<file path="src/rtl/rpn_pkg.sv">
`timescale 1ns / 1ps
// shared types and constants for the postfix stack evaluator
// no dependencies; used by every module under rtl/

package rpn_pkg;

  localparam int unsigned DATA_W          = 32;
  localparam int unsigned STACK_DEPTH_DEF = 16;
  localparam int unsigned QDEPTH          = 4;
  localparam int unsigned QAW             = $clog2(QDEPTH);

  // operation codes as they arrive on the command port
  typedef enum logic [2:0] {
    OP_PUSH  = 3'd0,
    OP_ADD   = 3'd1,
    OP_SUB   = 3'd2,
    OP_MUL   = 3'd3,
    OP_DIV   = 3'd4,
    OP_PRINT = 3'd5
  } op_e;

  typedef enum logic [1:0] {
    ST_OK    = 2'd0,
    ST_UNDER = 2'd1,
    ST_OVER  = 2'd2,
    ST_DIVZ  = 2'd3
  } status_e;

  // item class decided by the front end
  typedef enum logic [1:0] {
    K_NOP,
    K_PUSH,
    K_ARITH,
    K_PRINT
  } kind_e;

  typedef enum logic [1:0] {
    ALU_ADD,
    ALU_SUB,
    ALU_MUL,
    ALU_DIV
  } alu_e;

  typedef enum logic [1:0] {
    EX_IDLE,
    EX_CALC,
    EX_DIV
  } ex_state_e;

  typedef struct packed {
    logic [2:0]                op;
    logic signed [DATA_W-1:0]  value;
  } cmd_t;

  typedef struct packed {
    status_e                   status;
    logic                      printed;
    logic signed [DATA_W-1:0]  result;
  } res_t;

  // one entry of the queue between front and back
  typedef struct packed {
    kind_e              kind;
    alu_e               alu;
    logic [DATA_W-1:0]  value;
  } entry_t;

endpackage

</file>
<file path="src/rtl/rpn_queue.sv">
`timescale 1ns / 1ps
// small fifo of classified items between front end and execution unit
// depends on rpn_pkg (entry_t, QDEPTH, QAW)

module rpn_queue (
  input  logic           clk_i,
  input  logic           rst_ni,
  input  logic           push_i,
  input  rpn_pkg::entry_t entry_i,
  input  logic           pop_i,
  output rpn_pkg::entry_t entry_o,
  output logic           valid_o,
  output logic           full_o
);

  rpn_pkg::entry_t mem_q [rpn_pkg::QDEPTH];

  logic [rpn_pkg::QAW-1:0] wr_ptr_q, wr_ptr_d;
  logic [rpn_pkg::QAW-1:0] rd_ptr_q, rd_ptr_d;
  logic [rpn_pkg::QAW:0]   cnt_q, cnt_d;
  logic                    do_push, do_pop;

  assign valid_o = (cnt_q != '0);
  assign full_o  = (cnt_q == (rpn_pkg::QAW+1)'(rpn_pkg::QDEPTH));
  assign do_push = push_i && !full_o;
  assign do_pop  = pop_i && valid_o;
  assign entry_o = mem_q[rd_ptr_q];

  always_comb begin
    wr_ptr_d = wr_ptr_q;
    rd_ptr_d = rd_ptr_q;
    cnt_d    = cnt_q;
    if (do_push) begin
      wr_ptr_d = (wr_ptr_q == rpn_pkg::QAW'(rpn_pkg::QDEPTH - 1)) ? '0 : wr_ptr_q + 1'b1;
    end
    if (do_pop) begin
      rd_ptr_d = (rd_ptr_q == rpn_pkg::QAW'(rpn_pkg::QDEPTH - 1)) ? '0 : rd_ptr_q + 1'b1;
    end
    case ({do_push, do_pop})
      2'b10:   cnt_d = cnt_q + 1'b1;
      2'b01:   cnt_d = cnt_q - 1'b1;
      default: cnt_d = cnt_q;
    endcase
  end

  always_ff @(posedge clk_i or negedge rst_ni) begin
    if (!rst_ni) begin
      wr_ptr_q <= '0;
      rd_ptr_q <= '0;
      cnt_q    <= '0;
    end else begin
      wr_ptr_q <= wr_ptr_d;
      rd_ptr_q <= rd_ptr_d;
      cnt_q    <= cnt_d;
    end
  end

  always_ff @(posedge clk_i) begin
    if (do_push) begin
      mem_q[wr_ptr_q] <= entry_i;
    end
  end

endmodule

</file>
<file path="src/rtl/rpn_front.sv">
`timescale 1ns / 1ps
// command intake: accepts items and sorts them into push, arithmetic, print or no-op
// depends on rpn_pkg (cmd_t, entry_t, op and class codes)

module rpn_front (
  input  logic            start_i,
  input  rpn_pkg::cmd_t   cmd_i,
  input  logic            q_full_i,
  output logic            busy_o,
  output logic            q_push_o,
  output rpn_pkg::entry_t q_entry_o
);

  assign busy_o   = q_full_i;
  assign q_push_o = start_i && !q_full_i;

  always_comb begin
    q_entry_o.value = cmd_i.value;
    q_entry_o.kind  = rpn_pkg::K_NOP;
    q_entry_o.alu   = rpn_pkg::ALU_ADD;
    case (cmd_i.op)
      rpn_pkg::OP_PUSH:  q_entry_o.kind = rpn_pkg::K_PUSH;
      rpn_pkg::OP_ADD: begin
        q_entry_o.kind = rpn_pkg::K_ARITH;
        q_entry_o.alu  = rpn_pkg::ALU_ADD;
      end
      rpn_pkg::OP_SUB: begin
        q_entry_o.kind = rpn_pkg::K_ARITH;
        q_entry_o.alu  = rpn_pkg::ALU_SUB;
      end
      rpn_pkg::OP_MUL: begin
        q_entry_o.kind = rpn_pkg::K_ARITH;
        q_entry_o.alu  = rpn_pkg::ALU_MUL;
      end
      rpn_pkg::OP_DIV: begin
        q_entry_o.kind = rpn_pkg::K_ARITH;
        q_entry_o.alu  = rpn_pkg::ALU_DIV;
      end
      rpn_pkg::OP_PRINT: q_entry_o.kind = rpn_pkg::K_PRINT;
      default:           q_entry_o.kind = rpn_pkg::K_NOP;
    endcase
  end

endmodule

</file>
<file path="src/rtl/rpn_div.sv">
`timescale 1ns / 1ps
// bit-serial signed divider, truncating toward zero, one quotient bit per cycle
// depends on rpn_pkg (DATA_W)

module rpn_div (
  input  logic                       clk_i,
  input  logic                       rst_ni,
  input  logic                       start_i,
  input  logic [rpn_pkg::DATA_W-1:0] num_i,
  input  logic [rpn_pkg::DATA_W-1:0] den_i,
  output logic                       done_o,
  output logic [rpn_pkg::DATA_W-1:0] quot_o
);

  localparam int unsigned W  = rpn_pkg::DATA_W;
  localparam int unsigned CW = $clog2(W);

  logic          run_q, done_q;
  logic [CW-1:0] cnt_q;
  logic [W-1:0]  rem_q, quo_q, den_q;
  logic          neg_q;
  logic [W:0]    shifted, diff;
  logic          fits;

  assign shifted = {rem_q, quo_q[W-1]};
  assign diff    = shifted - {1'b0, den_q};
  assign fits    = !diff[W];

  assign done_o = done_q;
  assign quot_o = neg_q ? (W'(0) - quo_q) : quo_q;

  always_ff @(posedge clk_i or negedge rst_ni) begin
    if (!rst_ni) begin
      run_q  <= 1'b0;
      done_q <= 1'b0;
      cnt_q  <= '0;
    end else begin
      done_q <= 1'b0;
      if (start_i) begin
        run_q <= 1'b1;
        cnt_q <= '0;
      end else if (run_q) begin
        cnt_q <= cnt_q + 1'b1;
        if (cnt_q == CW'(W - 1)) begin
          run_q  <= 1'b0;
          done_q <= 1'b1;
        end
      end
    end
  end

  // operand magnitudes are taken on start, sign fixed on the way out
  always_ff @(posedge clk_i) begin
    if (start_i) begin
      rem_q <= '0;
      quo_q <= num_i[W-1] ? (W'(0) - num_i) : num_i;
      den_q <= den_i[W-1] ? (W'(0) - den_i) : den_i;
      neg_q <= num_i[W-1] ^ den_i[W-1];
    end else if (run_q) begin
      rem_q <= fits ? diff[W-1:0] : shifted[W-1:0];
      quo_q <= {quo_q[W-2:0], fits};
    end
  end

endmodule

</file>
<file path="src/rtl/rpn_exec.sv">
`timescale 1ns / 1ps
// execution unit: operand stack memory, count, alu and result register
// depends on rpn_pkg and rpn_div

module rpn_exec #(
  parameter int unsigned STACK_DEPTH = rpn_pkg::STACK_DEPTH_DEF
) (
  input  logic            clk_i,
  input  logic            rst_ni,
  input  logic            q_valid_i,
  input  rpn_pkg::entry_t q_entry_i,
  output logic            q_pop_o,
  output logic            done_o,
  output rpn_pkg::res_t   res_o
);

  localparam int unsigned W  = rpn_pkg::DATA_W;
  localparam int unsigned AW = $clog2(STACK_DEPTH);
  localparam int unsigned CW = $clog2(STACK_DEPTH + 1);

  rpn_pkg::ex_state_e state_q, state_d;
  logic [CW-1:0]      count_q, count_d;
  rpn_pkg::kind_e     kind_q, kind_d;
  rpn_pkg::alu_e      alu_q, alu_d;

  logic [W-1:0] stack_mem [STACK_DEPTH];
  logic [W-1:0] rd_top_q, rd_nxt_q;
  logic [AW-1:0] ra_top, ra_nxt, wa;
  logic          we;
  logic [W-1:0]  wd;

  logic          emit;
  rpn_pkg::res_t res_n;
  logic          done_q;
  rpn_pkg::res_t res_q;

  logic          div_start, div_done;
  logic [W-1:0]  div_quot;
  logic [W-1:0]  alu_out;
  logic          full, has_two, empty;

  assign full    = (count_q == CW'(STACK_DEPTH));
  assign has_two = (count_q >= CW'(2));
  assign empty   = (count_q == '0);
  assign ra_top  = AW'(count_q - CW'(1));
  assign ra_nxt  = AW'(count_q - CW'(2));

  rpn_div u_div (
    .clk_i  (clk_i),
    .rst_ni (rst_ni),
    .start_i(div_start),
    .num_i  (rd_nxt_q),
    .den_i  (rd_top_q),
    .done_o (div_done),
    .quot_o (div_quot)
  );

  always_comb begin
    case (alu_q)
      rpn_pkg::ALU_ADD: alu_out = rd_nxt_q + rd_top_q;
      rpn_pkg::ALU_SUB: alu_out = rd_nxt_q - rd_top_q;
      rpn_pkg::ALU_MUL: alu_out = rd_nxt_q * rd_top_q;
      default:          alu_out = '0;
    endcase
  end

  // next state
  always_comb begin
    state_d = state_q;
    case (state_q)
      rpn_pkg::EX_IDLE: begin
        if (q_valid_i &&
            ((q_entry_i.kind == rpn_pkg::K_ARITH && has_two) ||
             (q_entry_i.kind == rpn_pkg::K_PRINT && !empty))) begin
          state_d = rpn_pkg::EX_CALC;
        end
      end
      rpn_pkg::EX_CALC: begin
        if (kind_q == rpn_pkg::K_ARITH && alu_q == rpn_pkg::ALU_DIV && rd_top_q != '0) begin
          state_d = rpn_pkg::EX_DIV;
        end else begin
          state_d = rpn_pkg::EX_IDLE;
        end
      end
      rpn_pkg::EX_DIV: begin
        if (div_done) begin
          state_d = rpn_pkg::EX_IDLE;
        end
      end
      default: state_d = rpn_pkg::EX_IDLE;
    endcase
  end

  // datapath controls and result
  always_comb begin
    q_pop_o   = 1'b0;
    we        = 1'b0;
    wa        = ra_nxt;
    wd        = alu_out;
    count_d   = count_q;
    kind_d    = kind_q;
    alu_d     = alu_q;
    emit      = 1'b0;
    div_start = 1'b0;
    res_n     = '{status: rpn_pkg::ST_OK, printed: 1'b0, result: '0};
    case (state_q)
      rpn_pkg::EX_IDLE: begin
        if (q_valid_i) begin
          q_pop_o = 1'b1;
          kind_d  = q_entry_i.kind;
          alu_d   = q_entry_i.alu;
          case (q_entry_i.kind)
            rpn_pkg::K_PUSH: begin
              emit = 1'b1;
              if (full) begin
                res_n.status = rpn_pkg::ST_OVER;
              end else begin
                we      = 1'b1;
                wa      = AW'(count_q);
                wd      = q_entry_i.value;
                count_d = count_q + 1'b1;
              end
            end
            rpn_pkg::K_ARITH: begin
              if (!has_two) begin
                emit         = 1'b1;
                res_n.status = rpn_pkg::ST_UNDER;
              end
            end
            rpn_pkg::K_PRINT: begin
              if (empty) begin
                emit         = 1'b1;
                res_n.status = rpn_pkg::ST_UNDER;
              end
            end
            default: emit = 1'b1;
          endcase
        end
      end
      rpn_pkg::EX_CALC: begin
        if (kind_q == rpn_pkg::K_PRINT) begin
          emit          = 1'b1;
          res_n.printed = 1'b1;
          res_n.result  = rd_top_q;
          count_d       = count_q - 1'b1;
        end else if (alu_q == rpn_pkg::ALU_DIV) begin
          if (rd_top_q == '0) begin
            emit         = 1'b1;
            res_n.status = rpn_pkg::ST_DIVZ;
          end else begin
            div_start = 1'b1;
          end
        end else begin
          emit    = 1'b1;
          we      = 1'b1;
          count_d = count_q - 1'b1;
        end
      end
      rpn_pkg::EX_DIV: begin
        if (div_done) begin
          emit    = 1'b1;
          we      = 1'b1;
          wd      = div_quot;
          count_d = count_q - 1'b1;
        end
      end
      default: ;
    endcase
  end

  always_ff @(posedge clk_i or negedge rst_ni) begin
    if (!rst_ni) begin
      state_q <= rpn_pkg::EX_IDLE;
      count_q <= '0;
      done_q  <= 1'b0;
    end else begin
      state_q <= state_d;
      count_q <= count_d;
      done_q  <= emit;
    end
  end

  always_ff @(posedge clk_i) begin
    kind_q <= kind_d;
    alu_q  <= alu_d;
    res_q  <= res_n;
  end

  // stack memory: one write port, two registered read ports
  always_ff @(posedge clk_i) begin
    if (we) begin
      stack_mem[wa] <= wd;
    end
    rd_top_q <= stack_mem[ra_top];
    rd_nxt_q <= stack_mem[ra_nxt];
  end

  assign done_o = done_q;
  assign res_o  = res_q;

endmodule

</file>
<file path="src/rtl/rpn_stack_calculator.sv">
`timescale 1ns / 1ps
// top level of the postfix integer evaluator
// depends on rpn_pkg, rpn_front, rpn_queue, rpn_exec (with rpn_div)

// Postfix evaluator: each item on cmd_i (taken when start_i is high and busy_o is low)
// is one operation, and every item yields exactly one result on res_o, marked by a
// one-cycle done_o strobe that the receiver must capture, since it cannot stall the
// block. Items go into a four-entry queue; busy_o is high only while that queue is full.
// After the queue, push, no-op and any underflow or overflow are handled in the idle state
// of the execution unit; add, subtract, multiply and print go through a stack read, then a
// write back; divide also waits on the bit-serial divider, which produces one quotient
// bit per cycle (except when the divisor is zero, since the divider never starts).
// The result strobe is registered and comes in the cycle after the execution unit finishes.
// No clearing pass is needed after reset: the stack starts empty.

module rpn_stack_calculator #(
  parameter int unsigned STACK_DEPTH = rpn_pkg::STACK_DEPTH_DEF
) (
  input  logic          clk_i,
  input  logic          rst_ni,
  input  logic          start_i,
  input  rpn_pkg::cmd_t cmd_i,
  output logic          busy_o,
  output logic          done_o,
  output rpn_pkg::res_t res_o
);

  // front to queue
  logic            q_push;
  rpn_pkg::entry_t q_in;
  logic            q_full;

  // queue to execution unit
  rpn_pkg::entry_t q_out;
  logic            q_valid;
  logic            q_pop;

  // classify the incoming item
  rpn_front u_front (
    .start_i  (start_i),
    .cmd_i    (cmd_i),
    .q_full_i (q_full),
    .busy_o   (busy_o),
    .q_push_o (q_push),
    .q_entry_o(q_in)
  );

  // decouples intake from a long divide
  rpn_queue u_queue (
    .clk_i  (clk_i),
    .rst_ni (rst_ni),
    .push_i (q_push),
    .entry_i(q_in),
    .pop_i  (q_pop),
    .entry_o(q_out),
    .valid_o(q_valid),
    .full_o (q_full)
  );

  // stack, alu, divider and the result register
  rpn_exec #(
    .STACK_DEPTH(STACK_DEPTH)
  ) u_exec (
    .clk_i    (clk_i),
    .rst_ni   (rst_ni),
    .q_valid_i(q_valid),
    .q_entry_i(q_out),
    .q_pop_o  (q_pop),
    .done_o   (done_o),
    .res_o    (res_o)
  );

  // the front never writes into a full queue
  a_no_push_full: assert property (@(posedge clk_i) disable iff (!rst_ni)
    q_full |-> !q_push)
    else $error("item written into full queue");

  // a printed value always comes with ok status
  a_print_ok: assert property (@(posedge clk_i) disable iff (!rst_ni)
    (done_o && res_o.printed) |-> (res_o.status == rpn_pkg::ST_OK))
    else $error("printed result with error status");

  // an empty queue never holds the intake off
  a_busy_only_full: assert property (@(posedge clk_i) disable iff (!rst_ni)
    !q_valid |-> !busy_o)
    else $error("busy while queue empty");

  // a strobe in one cycle means the unit popped or was working the cycle before
  a_done_cause: assert property (@(posedge clk_i) disable iff (!rst_ni)
    done_o |-> $past(q_pop || (u_exec.state_q != rpn_pkg::EX_IDLE)))
    else $error("result without a cause");

endmodule

</file>
<file path="config.mk">
export PLATFORM = sky130hd
export DESIGN_NAME = rpn_stack_calculator
export DESIGN_NICKNAME = d
export VERILOG_FILES = /design/src/rtl/rpn_pkg.sv /design/src/rtl/rpn_queue.sv /design/src/rtl/rpn_front.sv /design/src/rtl/rpn_div.sv /design/src/rtl/rpn_exec.sv /design/src/rtl/rpn_stack_calculator.sv
export SDC_FILE = /design/constraint.sdc
export NUM_CORES = 2
export LEC_CHECK = 0
export BUFFER_PORTS_ARGS = -buffer_cell sky130_fd_sc_hd__buf_4
export CORE_UTILIZATION = 25
export CTS_CLUSTER_DIAMETER = 120
export DETAILED_ROUTE_END_ITERATION = 8
export PLACE_DENSITY = 0.38
export SLEW_MARGIN = 20
export SYNTH_ARGS = -nofsm -noshare
export SYNTH_HDL_FRONTEND = slang
export SYNTH_HIERARCHICAL = 1
export SYNTH_SLANG_ARGS = --single-unit
</file>
<file path="constraint.sdc">
create_clock -name clk_i -period 9.9 [get_ports clk_i]
set_clock_uncertainty 0.05 [all_clocks]
set_input_delay 0.495 -clock clk_i [delete_from_list [all_inputs] [get_ports clk_i]]
set_output_delay 0.495 -clock clk_i [all_outputs]
set_load 0.005 [all_outputs]
</file>
# Word level (Yosys, flattened, before mapping)
# Memories as Yosys holds them, arrays and structs flattened. A register that Yosys moved wholly into a read port is not among the register bits.
# Index checks and enable logic that the tools add are counted.
# op_classes
n_lt_le_gt_ge,1
bitwise,1
mux,75
n_reduce_logical,27
n_addsub,14
n_eq_ne,28
n_mul,1
# op_table
operator,count
two-way mux 32 bit,9
one-hot mux 32 bit (3 select lines),1
subtractor 1 x 32 -> 32 bit (first input constant),3
one-hot mux 32 bit (2 select lines),1
two-way mux 5 bit,8
two-way mux 33 bit,1
subtractor 33 x 32 -> 33 bit,1
adder 32 bit,1
zero test 32 bit,1
multiplier 32 x 32 -> 32 bit,1
nonzero test 32 bit,1
subtractor 32 bit,1
two-way mux 31 bit,1
two-way mux 1 bit,30
one-hot mux 2 bit (3 select lines),4
== test 2 bit (second input constant),10
two-way mux 2 bit,10
two-way mux 4 bit,4
one-hot mux 5 bit (3 select lines),1
adder 5 x 1 -> 5 bit (second input constant),2
== test 5 bit (second input constant),2
== test 3 bit (second input constant),3
== test 2 x 1 -> 1 bit (second input constant),4
logical AND 1 bit,8
other kinds (26),39
# totals
input_bits,38
ramBits,656
reg_bits,158
output_inout_bits,37
memories,2
# mem_list
memory,words,word_bits,read_ports,rd_ports_with_merged_regs,write_ports,line_no,rtl
u_exec.stack_mem,16,32,2,2,1,rpn_exec.sv:26,logic [W-1:0] stack_mem [STACK_DEPTH];
u_queue.mem_q,4,36,1,0,1,rpn_queue.sv:16,rpn_pkg::entry_t mem_q [rpn_pkg::QDEPTH];

# Logic depth before layout (Yosys ltp)
# depth
depth_word,7
mapped_depth,29

# Cells and area by module
# Netlist, hierarchy kept.
# by_module_without_submodules
module,area_each_um2,cells_each,n_inst
rpn_exec,44657.8,3334,1
rpn_div,7719.9,858,1
rpn_queue,5661.7,228,1
rpn_front,306.5,43,1

# Least setup slack after synthesis
# OpenSTA, ideal clock, no wires.
# synth_timing
path_kind,reg-to-reg
startpoint,"register u_exec.rd_top_q[6], read port of u_exec.stack_mem"
endpoint,"memory u_exec/stack_mem[0][28] (netlist name), data pin"
n_path_buf,3
arrival_ns,7.794
t_required_ns,9.431
setup_slack_ns,1.637
stages_incl_launch_ff,24
setup_time_ns,0.419
cell_sequence,dfxtp_1 -> clkbuf_1 -> clkbuf_1 -> and2_1 -> fa_1 -> fa_1 -> fa_1 -> inv_1 -> fa_1 -> inv_1 -> fa_1 -> inv_1 -> fa_1 -> inv_1 -> fa_1 -> fa_1 -> ha_1 -> clkbuf_1 -> nand3_1 -> or2_2 -> o41ai_1 -> o21a_1 -> nor2_1 -> o311ai_0
# synth_between
elab_chain_len,6
word_cells_on_any_way,9
# synth_lines
item,line_no,rtl
start: declaration,rpn_exec.sv:27,"logic [W-1:0] rd_top_q, rd_nxt_q;"
"multiplier 32 x 32 -> 32 bit, or another cell as far along",rpn_exec.sv:62,rpn_pkg::ALU_MUL: alu_out = rd_nxt_q * rd_top_q;
one-hot mux 32 bit (3 select lines) *,rpn_exec.sv:59,case (alu_q)
two-way mux 32 bit,rpn_exec.sv:115,if (full) begin
two-way mux 32 bit,rpn_exec.sv:112,case (q_entry_i.kind)
two-way mux 32 bit,rpn_exec.sv:108,if (q_valid_i) begin
one-hot mux 32 bit (2 select lines) *,rpn_exec.sv:106,case (state_q)
via u_exec.wd[28],rpn_exec.sv:30,logic [W-1:0] wd;
end: declaration,rpn_exec.sv:26,
# Mark *: on every way through the listed nets, which the timed path passes. The rest lies on a longest branch.

# Worst setup path in the final report
# layout_timing
startpoint,"register u_exec.rd_nxt_q[5], read port of u_exec.stack_mem"
endpoint,"memory u_exec/stack_mem[7][31] (netlist name), data pin"
# layout_between
elab_chain_len,6
word_cells_on_any_way,9
# layout_lines
item,line_no
start: declaration,rpn_exec.sv:27
"multiplier 32 x 32 -> 32 bit, or another cell as far along",rpn_exec.sv:62
one-hot mux 32 bit (3 select lines) *,rpn_exec.sv:59
two-way mux 32 bit,rpn_exec.sv:115
two-way mux 32 bit,rpn_exec.sv:112
two-way mux 32 bit,rpn_exec.sv:108
one-hot mux 32 bit (2 select lines) *,rpn_exec.sv:106
via u_exec.wd[31],rpn_exec.sv:30
# Marked as above.

==> qor.yml <==
sta:
  drv_slew: 0
  period_needed_ns: 8.72
  timing.final.setup_violations: 0
  hold_slack_ns: 0.0886
  totalNegativeSetupSlack_ns: 0
  achievable-frequency_ghz: 0.115
  finalHoldViolCount: 0
  worst-slew-pin-transition_ns: 1.23
  max_slew_margin_pct: 18.0
  grt_setup_unrepaired: "false"
  fin_crit_sh_pct: 88.1
clock_network:
  hold_buffer_count_at_cts: 35
  cts_tree: "built"
  insertion_delay_ns: 0.78
  clock_sink_count: 878
  cts_repair_resize_count: 0
  numCtsBuffers: 107
  cts_max_level: 3
  max-clock-path-buffers: 3
  clockRootBuffer: "sky130_fd_sc_hd__clkbuf_16"
  post_cts_buffers: 0
  clk_transition_reported_paths_ns: 0.06
yosys:
  synthesis.nets: 5121
  synthMuxAreaShare_pct: 14.5
  synth_xor_xnor_area_share_pct: 4.01
  yosys-top-cells-area: "sky130_fd_sc_hd__edfxtp_1 (37%), sky130_fd_sc_hd__fa_1 (14%), sky130_fd_sc_hd__mux4_2 (14%)"
  combined_area_of_all_synthesized_cells_mm2: 0.0583
  ys_dominant_reg_cell: "sky130_fd_sc_hd__edfxtp_1"
  postSynth.asyncResetShare_pct: 2.51
  ys_seq_area_share_pct: 42.8
  synth_enable_flop_cells: 725
  synth_compound_gate_area_share_pct: 5.62
  syn_area_cell_um2: 13.1
  syn_inst: 4463
  synthSimpleGateAreaFrac_pct: 9.44
  post-synth-top-area-cell: "sky130_fd_sc_hd__edfxtp_1"
  synth_top_family_by_area: "adder cells"
  synth-warning-count: 6
  library_cells_used_by_synthesis: 90
  synth.top_cell.area_share_pct: 37.3
  synth-adder-area-share_pct: 18.6
  synth-seq-cells: 878
global_route:
  busiest_layer: "met2"
  first_pass_grt_wire_length_um: 285000
  grt_pass1_vias: 38757
  antenna_found_initial: 20
  globalRouteOverflowTotal: 0
  track_usage_pct: 16.8
  met3_resource_use_gr_pct: 2.21
  grt_util_met1_pct: 23.4
  largest_net_degree_at_the_start_of_global_routing: 114
  gr-usage-met2_pct: 27.6
worst_setup_path:
  critical_path_peak_fanout: 17
  worst-endpoint-arrival_ns: 9.16
  reg2reg_slack_ns: 1.18
  worst_setup_path_start_kind: "flop"
  crit_type: "reg2reg"
  timing.critical_path.required_ns: 10.34
  worstSetupEndpointType: "flop"
drt:
  drt_drc_violations_left: 0
  drtPass1Iterations: 6
  totalWireLength_um: 197000
  antenna_violating_nets_post_route: 0
  routed_via_density: 4.76
  routed_wirelength_normalized_by_instance_count_um: 25.6
  initialDrtViolationCount: 3124
  route.vias.total: 36539
finish:
  most_common_library_cell_in_the_layout_ignoring_fill_and_taps: "sky130_fd_sc_hd__edfxtp_1"
  final_core_util_pct: 28.9
  area.growth.synth_to_final_pct: 14.4
  layout_common_cells: "sky130_fd_sc_hd__edfxtp_1 (725), sky130_fd_sc_hd__inv_1 (465), sky130_fd_sc_hd__fa_1 (411)"
  final_nets: 5208
  drive_gt1_share_pct: 18.3
  final_cells: 7674
die:
  die_h_um: 485
  initial_core_util_pct: 25.3
  die_area_mm2: 0.235
  standard_cell_row_count: 176
  die_x_extent_um: 485
  floorplan.io_pins: 75
  design.core.area_mm2: 0.231
place:
  hpwlAfterDp_um: 140000
  routabilityCongestion: 0.839
  placement.io_buffers: 74
  place.detailed.instances: 7432
run_status:
  run_status: "completed"
min_path:
  timing.hold.worst.class: "in2reg"
flow_run:
  maxCapViolCount: 0
==> cell type report <==
type	count	area, um^2
diodes	7	17.5
well taps	3026	3790
inverters	467	1750
flip-flops and latches	878	25000
multi-input cells	2839	30700
fillers	23417	164000
clock buffers	137	2860
clock inverters	63	643
repair buffers	257	2050
==> path summary, 6_finish.rpt <==
kind	from	to	depth (start not counted)
max in group asynchronous	rst_ni	u_exec/u_div/run_q$_DFF_PN0_	2
setup / recovery	u_exec/rd_nxt_q[5]$_DFF_P_	u_exec/stack_mem[7][31]$_DFFE_PP_	24
hold / removal	cmd_i[34]	u_queue/mem_q[1][35]$_DFFE_PP_	2
min in group asynchronous	rst_ni	u_queue/rd_ptr_q[1]$_DFFE_PN0P_	2
setup reg to reg	u_exec/rd_nxt_q[5]$_DFF_P_	u_exec/stack_mem[7][31]$_DFFE_PP_	24
hold reg to reg	u_queue/cnt_q[2]$_DFFE_PN0P_	u_queue/cnt_q[2]$_DFFE_PN0P_	1
==> kinds of logic after synthesis <==
| kind of cell | count (synthesis) |
|---|---|
| AO/OA/AOI/OAI | 491 |
| XOR/XNOR | 267 |
| adder cells (fa/ha/maj) | 620 |
| buffers and inverters | 746 |
| flip-flops | 878 |
| multiplexers | 397 |
| AND/OR/NAND/NOR | 1064 |
==> per-layer routing <==
| metal | share of wire (%) | vias to the layer above |
|---|---|---|
| met5 | 0.017 | - |
| met4 | 2.0 | 6 |
| met3 | 4.6 | 202 |
| met2 | 47 | 808 |
| met1 | 46 | 19484 |
| li1 | - | 16039 |
==> worst max-delay path, cell delays in order, from the launching register on <==
cell and delay [ns]:
sky130_fd_sc_hd__dfxtp_1 0.78, sky130_fd_sc_hd__buf_4 0.41, sky130_fd_sc_hd__and2_1 0.19, sky130_fd_sc_hd__fa_1 0.43, sky130_fd_sc_hd__fa_1 0.51, sky130_fd_sc_hd__inv_1 0.05, sky130_fd_sc_hd__fa_1 0.49, sky130_fd_sc_hd__fa_1 0.51
sky130_fd_sc_hd__inv_1 0.06, sky130_fd_sc_hd__ha_1 0.27, sky130_fd_sc_hd__ha_1 0.29, sky130_fd_sc_hd__fa_1 0.50, sky130_fd_sc_hd__fa_1 0.43, sky130_fd_sc_hd__ha_1 0.36, sky130_fd_sc_hd__a21oi_1 0.23, sky130_fd_sc_hd__nand2_1 0.14
sky130_fd_sc_hd__o311ai_0 0.67, sky130_fd_sc_hd__nand4_1 0.40, sky130_fd_sc_hd__a31oi_1 0.41, sky130_fd_sc_hd__nor2b_1 0.08, sky130_fd_sc_hd__o21a_1 0.21, sky130_fd_sc_hd__o41ai_1 0.33, sky130_fd_sc_hd__xnor2_1 0.21, sky130_fd_sc_hd__o221ai_1 0.17
sky130_fd_sc_hd__buf_4 0.24
==> cells in the mapped netlist (all sizes together) (78+ instances only) <==
master and number:
mux4 356, o21ai 114, nor2 157, a21oi 114
fa 411, inv 466, and2 352, ha 209
edfxtp 725, buf 78, xor2 98, xnor2 169
nand2 345, clkbuf 201, dfxtp 131
==> state kept, by name, indices dropped and copies added, names as in the netlist, 3 cells and up <==
signal              flops
u_exec/u_div/quo_q     32
u_exec/rd_top_q        32
u_exec/u_div/den_q     32
u_exec/u_div/cnt_q      5
u_exec/res_o           35
u_exec/stack_mem      512
u_exec/u_div/rem_q     32
u_queue/cnt_q           3
u_exec/rd_nxt_q        32
u_exec/count_q          5
u_queue/mem_q         144
==> through the flow <==
step,area (um^2),setup WS (ns)
3_3_place_gp,62800,0.864
2_1_floorplan,58300,1.64
5_1_grt,66700,0.822
6_report,66800,1.18
4_1_cts,66700,0.772
3_5_place_dp,62900,0.777
Power is left out: the tool's default activity adds up to more than one toggle a clock period on the data nets, which glitch-free logic cannot reach.
